## src/rtl/i2cm_pkg.sv

```systemverilog
// Shared types, codes and helpers for the I2C master bit engine.
package i2cm_pkg;

    // Command codes carried with each tick
    localparam logic [2:0] FN_NONE  = 3'd0;
    localparam logic [2:0] FN_START = 3'd1;
    localparam logic [2:0] FN_STOP  = 3'd2;
    localparam logic [2:0] FN_SEND  = 3'd3;
    localparam logic [2:0] FN_READ  = 3'd4;
    localparam logic [2:0] FN_WACK  = 3'd5;

    // Configuration register indexes
    localparam logic [1:0] REG_START_STOP = 2'd0;
    localparam logic [1:0] REG_BIT_PHASE  = 2'd1;
    localparam logic [1:0] REG_ACK_TMO    = 2'd2;

    // Configuration reset values
    localparam logic [7:0] START_STOP_RST = 8'd4;
    localparam logic [7:0] BIT_PHASE_RST  = 8'd2;
    localparam logic [7:0] ACK_TMO_RST    = 8'd250;

    localparam int unsigned DATA_BITS = 8;

    typedef enum logic [3:0] {
        PH_IDLE, PH_ST_HI, PH_ST_LO, PH_SP_LO, PH_SP_HI,
        PH_TX_LO, PH_TX_HI, PH_TX_TAIL, PH_RX_LO, PH_RX_HI,
        PH_AK_LO, PH_AK_HI, PH_WA_REL, PH_WA_HI, PH_WA_POLL
    } phase_t;

    // Sequencer state
    typedef struct packed {
        phase_t     phase;
        logic [7:0] tick_count;
        logic [3:0] bit_index;
        logic [7:0] shift_reg;
        logic [7:0] poll_count;
        logic       scl;
        logic       sda;
        logic       sda_en;
        logic       ack_mode;
        logic       fail_flag;
        logic [7:0] rx_hold;
    } st_t;

    // Timing configuration
    typedef struct packed {
        logic [7:0] start_stop_ticks;
        logic [7:0] bit_phase_ticks;
        logic [7:0] ack_timeout_ticks;
    } cfg_t;

    // A zero length counts as one tick
    function automatic logic [7:0] at_least_one(input logic [7:0] v);
        at_least_one = (v == 8'd0) ? 8'd1 : v;
    endfunction

endpackage

```

## src/rtl/i2cm_step.sv

```systemverilog
// One-tick state update of the I2C bus sequencer.
module i2cm_step (
    input  i2cm_pkg::st_t  cur,
    input  i2cm_pkg::cfg_t cfg,
    input  logic [2:0]     func,
    input  logic [7:0]     tx_byte,
    input  logic           reply_ack,
    input  logic           sda_in,
    output i2cm_pkg::st_t  nxt,
    output logic           done
);
    import i2cm_pkg::*;

    logic [7:0] ss_len;
    logic [7:0] bp_len;
    logic [7:0] tmo_len;
    logic [7:0] tc_dec;
    logic [3:0] bi_inc;
    logic [7:0] sr_shl;

    assign ss_len  = at_least_one(cfg.start_stop_ticks);
    assign bp_len  = at_least_one(cfg.bit_phase_ticks);
    assign tmo_len = at_least_one(cfg.ack_timeout_ticks);
    assign tc_dec  = (cur.tick_count != 8'd0) ? cur.tick_count - 8'd1 : 8'd0;
    assign bi_inc  = cur.bit_index + 4'd1;
    assign sr_shl  = {cur.shift_reg[6:0], 1'b0};

    // Command decode, ack polling and phase timer
    always_comb begin
        nxt  = cur;
        done = 1'b0;
        case (cur.phase)
            PH_IDLE: begin
                case (func)
                    FN_START: begin
                        nxt.scl = 1'b1; nxt.sda = 1'b1; nxt.sda_en = 1'b1;
                        nxt.phase = PH_ST_HI; nxt.tick_count = ss_len;
                    end
                    FN_STOP: begin
                        nxt.scl = 1'b0; nxt.sda = 1'b0; nxt.sda_en = 1'b1;
                        nxt.phase = PH_SP_LO; nxt.tick_count = ss_len;
                    end
                    FN_SEND: begin
                        nxt.shift_reg = tx_byte; nxt.bit_index = 4'd0;
                        nxt.scl = 1'b0; nxt.sda_en = 1'b1; nxt.sda = tx_byte[7];
                        nxt.phase = PH_TX_LO; nxt.tick_count = bp_len;
                    end
                    FN_READ: begin
                        nxt.ack_mode = reply_ack; nxt.shift_reg = 8'd0;
                        nxt.bit_index = 4'd0;
                        nxt.scl = 1'b0; nxt.sda = 1'b1; nxt.sda_en = 1'b0;
                        nxt.phase = PH_RX_LO; nxt.tick_count = bp_len;
                    end
                    FN_WACK: begin
                        nxt.fail_flag = 1'b0; nxt.poll_count = 8'd0;
                        nxt.sda = 1'b1; nxt.sda_en = 1'b0;
                        nxt.phase = PH_WA_REL; nxt.tick_count = 8'd1;
                    end
                    default: ;
                endcase
            end
            PH_WA_POLL: begin
                if (!sda_in) begin
                    nxt.scl = 1'b0; nxt.phase = PH_IDLE; done = 1'b1;
                end else if (cur.poll_count >= tmo_len) begin
                    // timeout: flag it and issue a stop
                    nxt.fail_flag = 1'b1;
                    nxt.scl = 1'b0; nxt.sda = 1'b0; nxt.sda_en = 1'b1;
                    nxt.phase = PH_SP_LO; nxt.tick_count = ss_len;
                end else begin
                    nxt.poll_count = cur.poll_count + 8'd1;
                end
            end
            default: begin
                nxt.tick_count = tc_dec;
                if (tc_dec == 8'd0) begin
                    case (cur.phase)
                        PH_ST_HI: begin
                            nxt.sda = 1'b0; nxt.phase = PH_ST_LO; nxt.tick_count = ss_len;
                        end
                        PH_ST_LO: begin
                            nxt.scl = 1'b0; nxt.phase = PH_IDLE; done = 1'b1;
                        end
                        PH_SP_LO: begin
                            nxt.scl = 1'b1; nxt.phase = PH_SP_HI; nxt.tick_count = ss_len;
                        end
                        PH_SP_HI: begin
                            nxt.sda = 1'b1; nxt.phase = PH_IDLE; done = 1'b1;
                        end
                        PH_TX_LO: begin
                            nxt.scl = 1'b1; nxt.phase = PH_TX_HI; nxt.tick_count = bp_len;
                        end
                        PH_TX_HI: begin
                            nxt.scl = 1'b0; nxt.phase = PH_TX_TAIL; nxt.tick_count = bp_len;
                        end
                        PH_TX_TAIL: begin
                            nxt.shift_reg = sr_shl;
                            nxt.bit_index = bi_inc;
                            if (bi_inc >= 4'(DATA_BITS)) begin
                                nxt.phase = PH_IDLE; done = 1'b1;
                            end else begin
                                nxt.sda = sr_shl[7];
                                nxt.phase = PH_TX_LO; nxt.tick_count = bp_len;
                            end
                        end
                        PH_RX_LO: begin
                            // sample on the rising SCL edge
                            nxt.scl = 1'b1;
                            nxt.shift_reg = {cur.shift_reg[6:0], sda_in};
                            nxt.bit_index = bi_inc;
                            nxt.phase = PH_RX_HI; nxt.tick_count = bp_len;
                        end
                        PH_RX_HI: begin
                            nxt.scl = 1'b0;
                            if (cur.bit_index >= 4'(DATA_BITS)) begin
                                nxt.rx_hold = cur.shift_reg;
                                nxt.sda_en = 1'b1; nxt.sda = !cur.ack_mode;
                                nxt.phase = PH_AK_LO;
                            end else begin
                                nxt.phase = PH_RX_LO;
                            end
                            nxt.tick_count = bp_len;
                        end
                        PH_AK_LO: begin
                            nxt.scl = 1'b1; nxt.phase = PH_AK_HI; nxt.tick_count = bp_len;
                        end
                        PH_AK_HI: begin
                            nxt.scl = 1'b0; nxt.phase = PH_IDLE; done = 1'b1;
                        end
                        PH_WA_REL: begin
                            nxt.scl = 1'b1; nxt.phase = PH_WA_HI; nxt.tick_count = 8'd1;
                        end
                        PH_WA_HI: begin
                            nxt.phase = PH_WA_POLL; nxt.tick_count = 8'd0;
                        end
                        default: begin
                            nxt.phase = PH_IDLE;
                        end
                    endcase
                end
            end
        endcase
    end

endmodule

```

## src/rtl/i2c_master_bit_engine.sv

```systemverilog
// Top level of the I2C master bit engine: state, configuration and result register.
//
// Each input request is one timebase tick (about 1 us). It carries an optional
// command (s_func) plus the sampled SDA level. Commands are ignored while a
// command is still in progress. Every accepted request produces exactly one
// result request with the driven SCL/SDA levels, the SDA drive enable and
// status (busy, done pulse, last received byte, ack failure).
// The result is registered onto m_* in the cycle after the input is accepted.
// Throughput: one request per cycle without back-pressure; the sequencer update
// is a single pass of logic between the state registers and the result register.
// The result register frees as it is taken, so s_ready stays high while the
// receiver keeps up; when m_ready is low with a result pending, s_ready drops
// and the sequencer holds its state until the result is taken.
// The user must write timing registers (cfg_wr_en/cfg_index/cfg_data) only while
// the engine is idle; the block does not enforce this. Index 3 is ignored.
// Reset (aresetn low, synchronous) returns to idle with SCL and SDA high and
// driven, clears status, restores the timing defaults and drops m_valid.
module i2c_master_bit_engine (
    input  logic       aclk,
    input  logic       aresetn,
    input  logic       s_valid,
    output logic       s_ready,
    input  logic [2:0] s_func,
    input  logic [7:0] s_tx_byte,
    input  logic       s_reply_ack,
    input  logic       s_sda_in,
    output logic       m_valid,
    input  logic       m_ready,
    output logic       m_scl_out,
    output logic       m_sda_out,
    output logic       m_sda_drive,
    output logic       m_busy_res,
    output logic       m_done_res,
    output logic [7:0] m_rx_data,
    output logic       m_ack_failed,
    input  logic       cfg_wr_en,
    input  logic [1:0] cfg_index,
    input  logic [7:0] cfg_data
);
    import i2cm_pkg::*;

    st_t  st_reg;
    st_t  st_next;
    cfg_t cfg_reg;
    logic done_next;
    logic s_fire;
    logic m_valid_reg;
    logic scl_reg, sda_reg, drive_reg, busy_reg, done_reg, fail_reg;
    logic [7:0] rx_reg;

    assign s_ready = !m_valid_reg || m_ready;
    assign s_fire  = s_valid && s_ready;

    i2cm_step u_step (
        .cur       (st_reg),
        .cfg       (cfg_reg),
        .func      (s_func),
        .tx_byte   (s_tx_byte),
        .reply_ack (s_reply_ack),
        .sda_in    (s_sda_in),
        .nxt       (st_next),
        .done      (done_next)
    );

    // Configuration registers
    always_ff @(posedge aclk) begin
        if (!aresetn) begin
            cfg_reg.start_stop_ticks  <= START_STOP_RST;
            cfg_reg.bit_phase_ticks   <= BIT_PHASE_RST;
            cfg_reg.ack_timeout_ticks <= ACK_TMO_RST;
        end else if (cfg_wr_en) begin
            case (cfg_index)
                REG_START_STOP: cfg_reg.start_stop_ticks  <= cfg_data;
                REG_BIT_PHASE:  cfg_reg.bit_phase_ticks   <= cfg_data;
                REG_ACK_TMO:    cfg_reg.ack_timeout_ticks <= cfg_data;
                default: ;
            endcase
        end
    end

    // Sequencer state advances once per accepted tick
    always_ff @(posedge aclk) begin
        if (!aresetn) begin
            st_reg.phase      <= PH_IDLE;
            st_reg.tick_count <= 8'd0;
            st_reg.bit_index  <= 4'd0;
            st_reg.shift_reg  <= 8'd0;
            st_reg.poll_count <= 8'd0;
            st_reg.scl        <= 1'b1;
            st_reg.sda        <= 1'b1;
            st_reg.sda_en     <= 1'b1;
            st_reg.ack_mode   <= 1'b0;
            st_reg.fail_flag  <= 1'b0;
            st_reg.rx_hold    <= 8'd0;
        end else if (s_fire) begin
            st_reg <= st_next;
        end
    end

    // Result valid flag
    always_ff @(posedge aclk) begin
        if (!aresetn) begin
            m_valid_reg <= 1'b0;
        end else if (s_fire) begin
            m_valid_reg <= 1'b1;
        end else if (m_ready) begin
            m_valid_reg <= 1'b0;
        end
    end

    // Result payload
    always_ff @(posedge aclk) begin
        if (s_fire) begin
            scl_reg   <= st_next.scl;
            sda_reg   <= st_next.sda;
            drive_reg <= st_next.sda_en;
            busy_reg  <= (st_next.phase != PH_IDLE);
            done_reg  <= done_next;
            rx_reg    <= st_next.rx_hold;
            fail_reg  <= st_next.fail_flag;
        end
    end

    assign m_valid      = m_valid_reg;
    assign m_scl_out    = scl_reg;
    assign m_sda_out    = sda_reg;
    assign m_sda_drive  = drive_reg;
    assign m_busy_res   = busy_reg;
    assign m_done_res   = done_reg;
    assign m_rx_data    = rx_reg;
    assign m_ack_failed = fail_reg;

`ifndef SYNTH
    a_done_not_busy: assert property (@(posedge aclk) disable iff (!aresetn)
        m_valid |-> !(m_done_res && m_busy_res))
        else $error("done pulse reported while still busy");

    a_bit_index_range: assert property (@(posedge aclk) disable iff (!aresetn)
        st_reg.bit_index <= 4'(DATA_BITS))
        else $error("bit index beyond byte length");

    a_idle_no_cmd: assert property (@(posedge aclk) disable iff (!aresetn)
        (s_fire && st_reg.phase == PH_IDLE && s_func == FN_NONE)
        |=> st_reg.phase == PH_IDLE)
        else $error("engine left idle without a command");

    a_stall_only_on_backpressure: assert property (@(posedge aclk) disable iff (!aresetn)
        !s_ready |-> (m_valid && !m_ready))
        else $error("input stalled without pending result");

    a_state_holds: assert property (@(posedge aclk) disable iff (!aresetn)
        !s_fire |=> $stable(st_reg))
        else $error("sequencer state moved without a request");
`endif

endmodule
```

## config.mk

```make
export PLATFORM = sky130hd
export DESIGN_NAME = i2c_master_bit_engine
export DESIGN_NICKNAME = d
export VERILOG_FILES = /design/src/rtl/i2cm_pkg.sv /design/src/rtl/i2cm_step.sv /design/src/rtl/i2c_master_bit_engine.sv
export SDC_FILE = /design/constraint.sdc
export NUM_CORES = 1
export LEC_CHECK = 0
export ABC_AREA = 0
export CAP_MARGIN = 20
export CORE_MARGIN = 3
export CORE_UTILIZATION = 65
export DETAILED_ROUTE_END_ITERATION = 8
export DONT_BUFFER_PORTS = 1
export PLACE_DENSITY = 0.81
export SYNTH_ARGS = -nofsm -noshare
export SYNTH_HDL_FRONTEND = slang
export SYNTH_SLANG_ARGS = --single-unit
```

## constraint.sdc

```tcl
create_clock -name aclk -period 6.5 [get_ports aclk]
set_clock_uncertainty 0.1 [all_clocks]
set_input_delay 0.65 -clock aclk [delete_from_list [all_inputs] [get_ports aclk]]
set_output_delay 0.65 -clock aclk [all_outputs]
set_load 0.03 [all_outputs]
```

==> impl_metrics.tcl <==
set metrics [dict create \
    postCtsHoldBufs 0 \
    firstDrtPassIters 5 \
    synth_fp_nets 594 \
    cts_sinks 84 \
    p_leak_nw 1.97 \
    cts_tree "built" \
    antenna_cells 0 \
    largest_register_ffs 45 \
    maxCapViolations 0 \
    ys.flop_type "dfxtp_1" \
    placed_cells 614 \
    holdCritPathClass "input port to flop" \
    setup_viol 0 \
    synth-async-reset-ratio_pct 0 \
    ys_seq_area_share_pct 37.9 \
    dp_hpwl_um 8000 \
    hold_viol_final 0 \
    min_period_over_period_pct 53.9 \
    setup_ws_ns 3.00 \
    syn_area_um2 4800 \
    layout-drive-gt1-share_pct 7.12 \
    finalPower_mw 1.38 \
    muxShareOfSynthArea_pct 5.84 \
    grt_overflow 0 \
    grt_max_degree 72 \
    synth_cell_types 64 \
    finalMaxSlewViolations 0 \
    cts_setup_buffers 0 \
    rsz0062_at_grt "false" \
    die_y_um 92.0 \
    synth_edf_count 14 \
    via_per_inst 6.58 \
    postRouteAntennaNets 0 \
    busiest_layer "met2" \
    synthCells 553 \
    gp_congestion 0.968 \
    fp.dieW_um 92.0 \
    min_period_ns 3.50 \
    dp_slack_ns 3.11 \
    root_buffer "clkbuf_8" \
    hold_path_startpoint "aresetn" \
    run_status "complete, no violations" \
    maxSlewHeadroom_pct 49.6 \
    fin_nets 570 \
    powerDensity_nw_per_um2 277 \
    tightest_slew_ns 0.754 \
    fin_tns_setup_ns 0 \
    grt_use_met2_pct 43.2 \
    die-area_um2 8450 \
    io_pins 44 \
    coreArea_um2 6980 \
    ys_warn_count 0 \
    worstPathMaxFanout 6 \
    synth_compound_area_share_pct 24.9 \
    clockBufferDepth 2 \
    r2r_slack_ns 3.00 \
    stdcell_count 630 \
    grt_usage_pct 27.2 \
    synth_xor_area_share_pct 1.64 \
    cts_max_level 3 \
    grt_pass1_wl_um 18500 \
    gr-usage-met3_pct 5.25 \
    start_kind "flop" \
    antenna_found_initial 0 \
    port_buffers 0 \
    min_to "cfg_reg[18]$_SDFFE_PN1P_" \
    r2r-end "st_reg[19]$_SDFFE_PN0P_" \
    wl_per_cell_um 18.0 \
    drc 0 \
    fmax_mhz 286 \
    whs_ns 0.272 \
    r2r_start "cfg_reg[4]$_SDFFE_PN1P_" \
    clk_latency_ns 0.36 \
    rr_worst_depth 10 \
    endpoint_kind "flop" \
    synth_fa_ha_area_share_pct 3.39 \
    ctsResizeCount 0 \
    fp-row-count 30 \
    wl_um 11400 \
    critPathKind "flop to flop" \
    ir_drop_mv 0.134 \
    drt_iter0_drc 398 \
    synth_top_family_by_area "compound AO/OA/AOI/OAI gates" \
    synth-seq-cells 84 \
    avgSynthCellArea_um2 8.68 \
    clkTransAtPathRegs_ns 0.08 \
    use_met1_pct 36.7 \
    vias 4143 \
    grt_pass1_vias 3827 \
    yosys.area_share.simple_pct 21.3 \
    cts_buffers 9 \
    syn2layout_area_growth_pct 4.06 \
    initial_core_util_pct 68.8 \
    min_path_cells 1 \
    crit_arrival_ns 3.69 \
    worst_ep_required_time_ns 6.69 \
]
==> placed cells by master, fill, tap and decap left out, types with 10 or more instances in the layout <==
| master | n |
|---|---|
| nor2_1 | 43 |
| nor3_1 | 10 |
| nand3_1 | 13 |
| o22ai_1 | 11 |
| clkbuf_8 | 10 |
| inv_1 | 20 |
| dfxtp_1 | 70 |
| a21oi_1 | 21 |
| nor3b_1 | 11 |
| o21ai_0 | 28 |
| mux2i_1 | 19 |
| nand2_1 | 59 |
| ha_1 | 13 |
| o211ai_1 | 13 |
| edfxtp_1 | 14 |
| a32oi_1 | 10 |
| nor2b_1 | 22 |
==> cell type report <==
type,instances,area (µm²)
inverters,20,75.1
clock buffers,12,145
fillers,567,1980
multi-input cells,410,2750
clock inverters,4,56.3
repair buffers,4,33.8
well taps,96,120
flip-flops and latches,84,1820
==> metal layers <==
| metal | wire [µm] | part of all wire, % |
|---|---|---|
| met1 | 5060 | 45 |
| met2 | 5370 | 47 |
| met3 | 742 | 6.5 |
| met4 | 193 | 1.7 |
| met5 | 0 | 0 |
==> kinds of logic (layout without fill, tap and decap cells) <==
family	Yosys count	after routing
AND/OR/NAND/NOR	200	200
flip-flops	84	84
XOR/XNOR	9	9
multiplexers	27	27
AO/OA/AOI/OAI	161	161
buffers and inverters	59	40
adder cells (fa/ha/maj)	13	13
==> critical path, cell delays in order (launching register included) <==
cell       delay, ns
dfxtp_1         0.32
nor4_1          0.27
a41o_1          0.21
ha_1            0.21
nand2b_1        0.15
a2111oi_1       0.55
o21ai_0         0.19
a211oi_1        0.56
o211ai_1        0.23
or4_1           0.50
a21oi_1         0.14
==> cell usage after synthesis (3+ instances only) <==
master      n  area [µm²]
a211oi_1    4        30.0
nand2_1    59         221
a221o_1     8        80.1
a21oi_1    21         105
mux2i_1    19         190
xnor2_1     4        35.0
a31oi_1     3        18.8
edfxtp_1   14         420
nand3_1    13        65.1
buf_1       6        22.5
o22ai_1    11        68.8
nor3b_1    11        82.6
nor2_1     43         161
clkbuf_1   28         105
nor4_1      3        18.8
nor2b_1    22         138
a22oi_1     8        60.1
ha_1       13         163
dfxtp_1    70        1400
nand2b_1    8        50.1
mux2_2      8        90.1
and2_1      6        37.5
or3_1       4        25.0
buf_2       3        15.0
or2_2       3        18.8
xor2_1      5        43.8
a21o_1      5        37.5
nand3b_1    3        22.5
o21a_1      5        37.5
a21boi_0    6        45.0
inv_1      20        75.1
o221ai_1    8        70.1
o211a_1     9        90.1
o21ai_0    28         140
o2111ai_1   4        35.0
a32oi_1    10        87.6
nor3_1     10        50.1
nand4_1     3        18.8
o211ai_1   13        97.6
==> worst max-delay path by stage <==
stage                                 start                       to  slack [ns]  cells past startpoint
global route        cfg_reg[4]$_SDFFE_PN1P_  st_reg[20]$_SDFFE_PN0P_        2.70                     10
global placement    cfg_reg[4]$_SDFFE_PN1P_  st_reg[19]$_SDFFE_PN0P_        3.19                     10
CTS                 cfg_reg[4]$_SDFFE_PN1P_  st_reg[19]$_SDFFE_PN0P_        3.08                     10
detailed placement  cfg_reg[4]$_SDFFE_PN1P_  st_reg[19]$_SDFFE_PN0P_        3.11                     10
floorplan           cfg_reg[4]$_SDFFE_PN1P_  st_reg[19]$_SDFFE_PN0P_        3.48                     10
finish              cfg_reg[4]$_SDFFE_PN1P_  st_reg[19]$_SDFFE_PN0P_        3.00                     10
==> metrics by stage <==
step,util [%],cell area (µm²)
2_1_floorplan,-,4800
6_report,71.6,5000
4_1_cts,71.6,5000
5_1_grt,71.6,5000
3_5_place_dp,68.7,4800
3_3_place_gp,68.5,4780
==> power by group <==
group / leakage [nW] / internal (mW) / switching [mW]
sequential: 0.708 / 0.570 / 0.0658
clock: 0.101 / 0.191 / 0.190
combinational: 1.16 / 0.147 / 0.218
(Power assumes the default switching activity.)
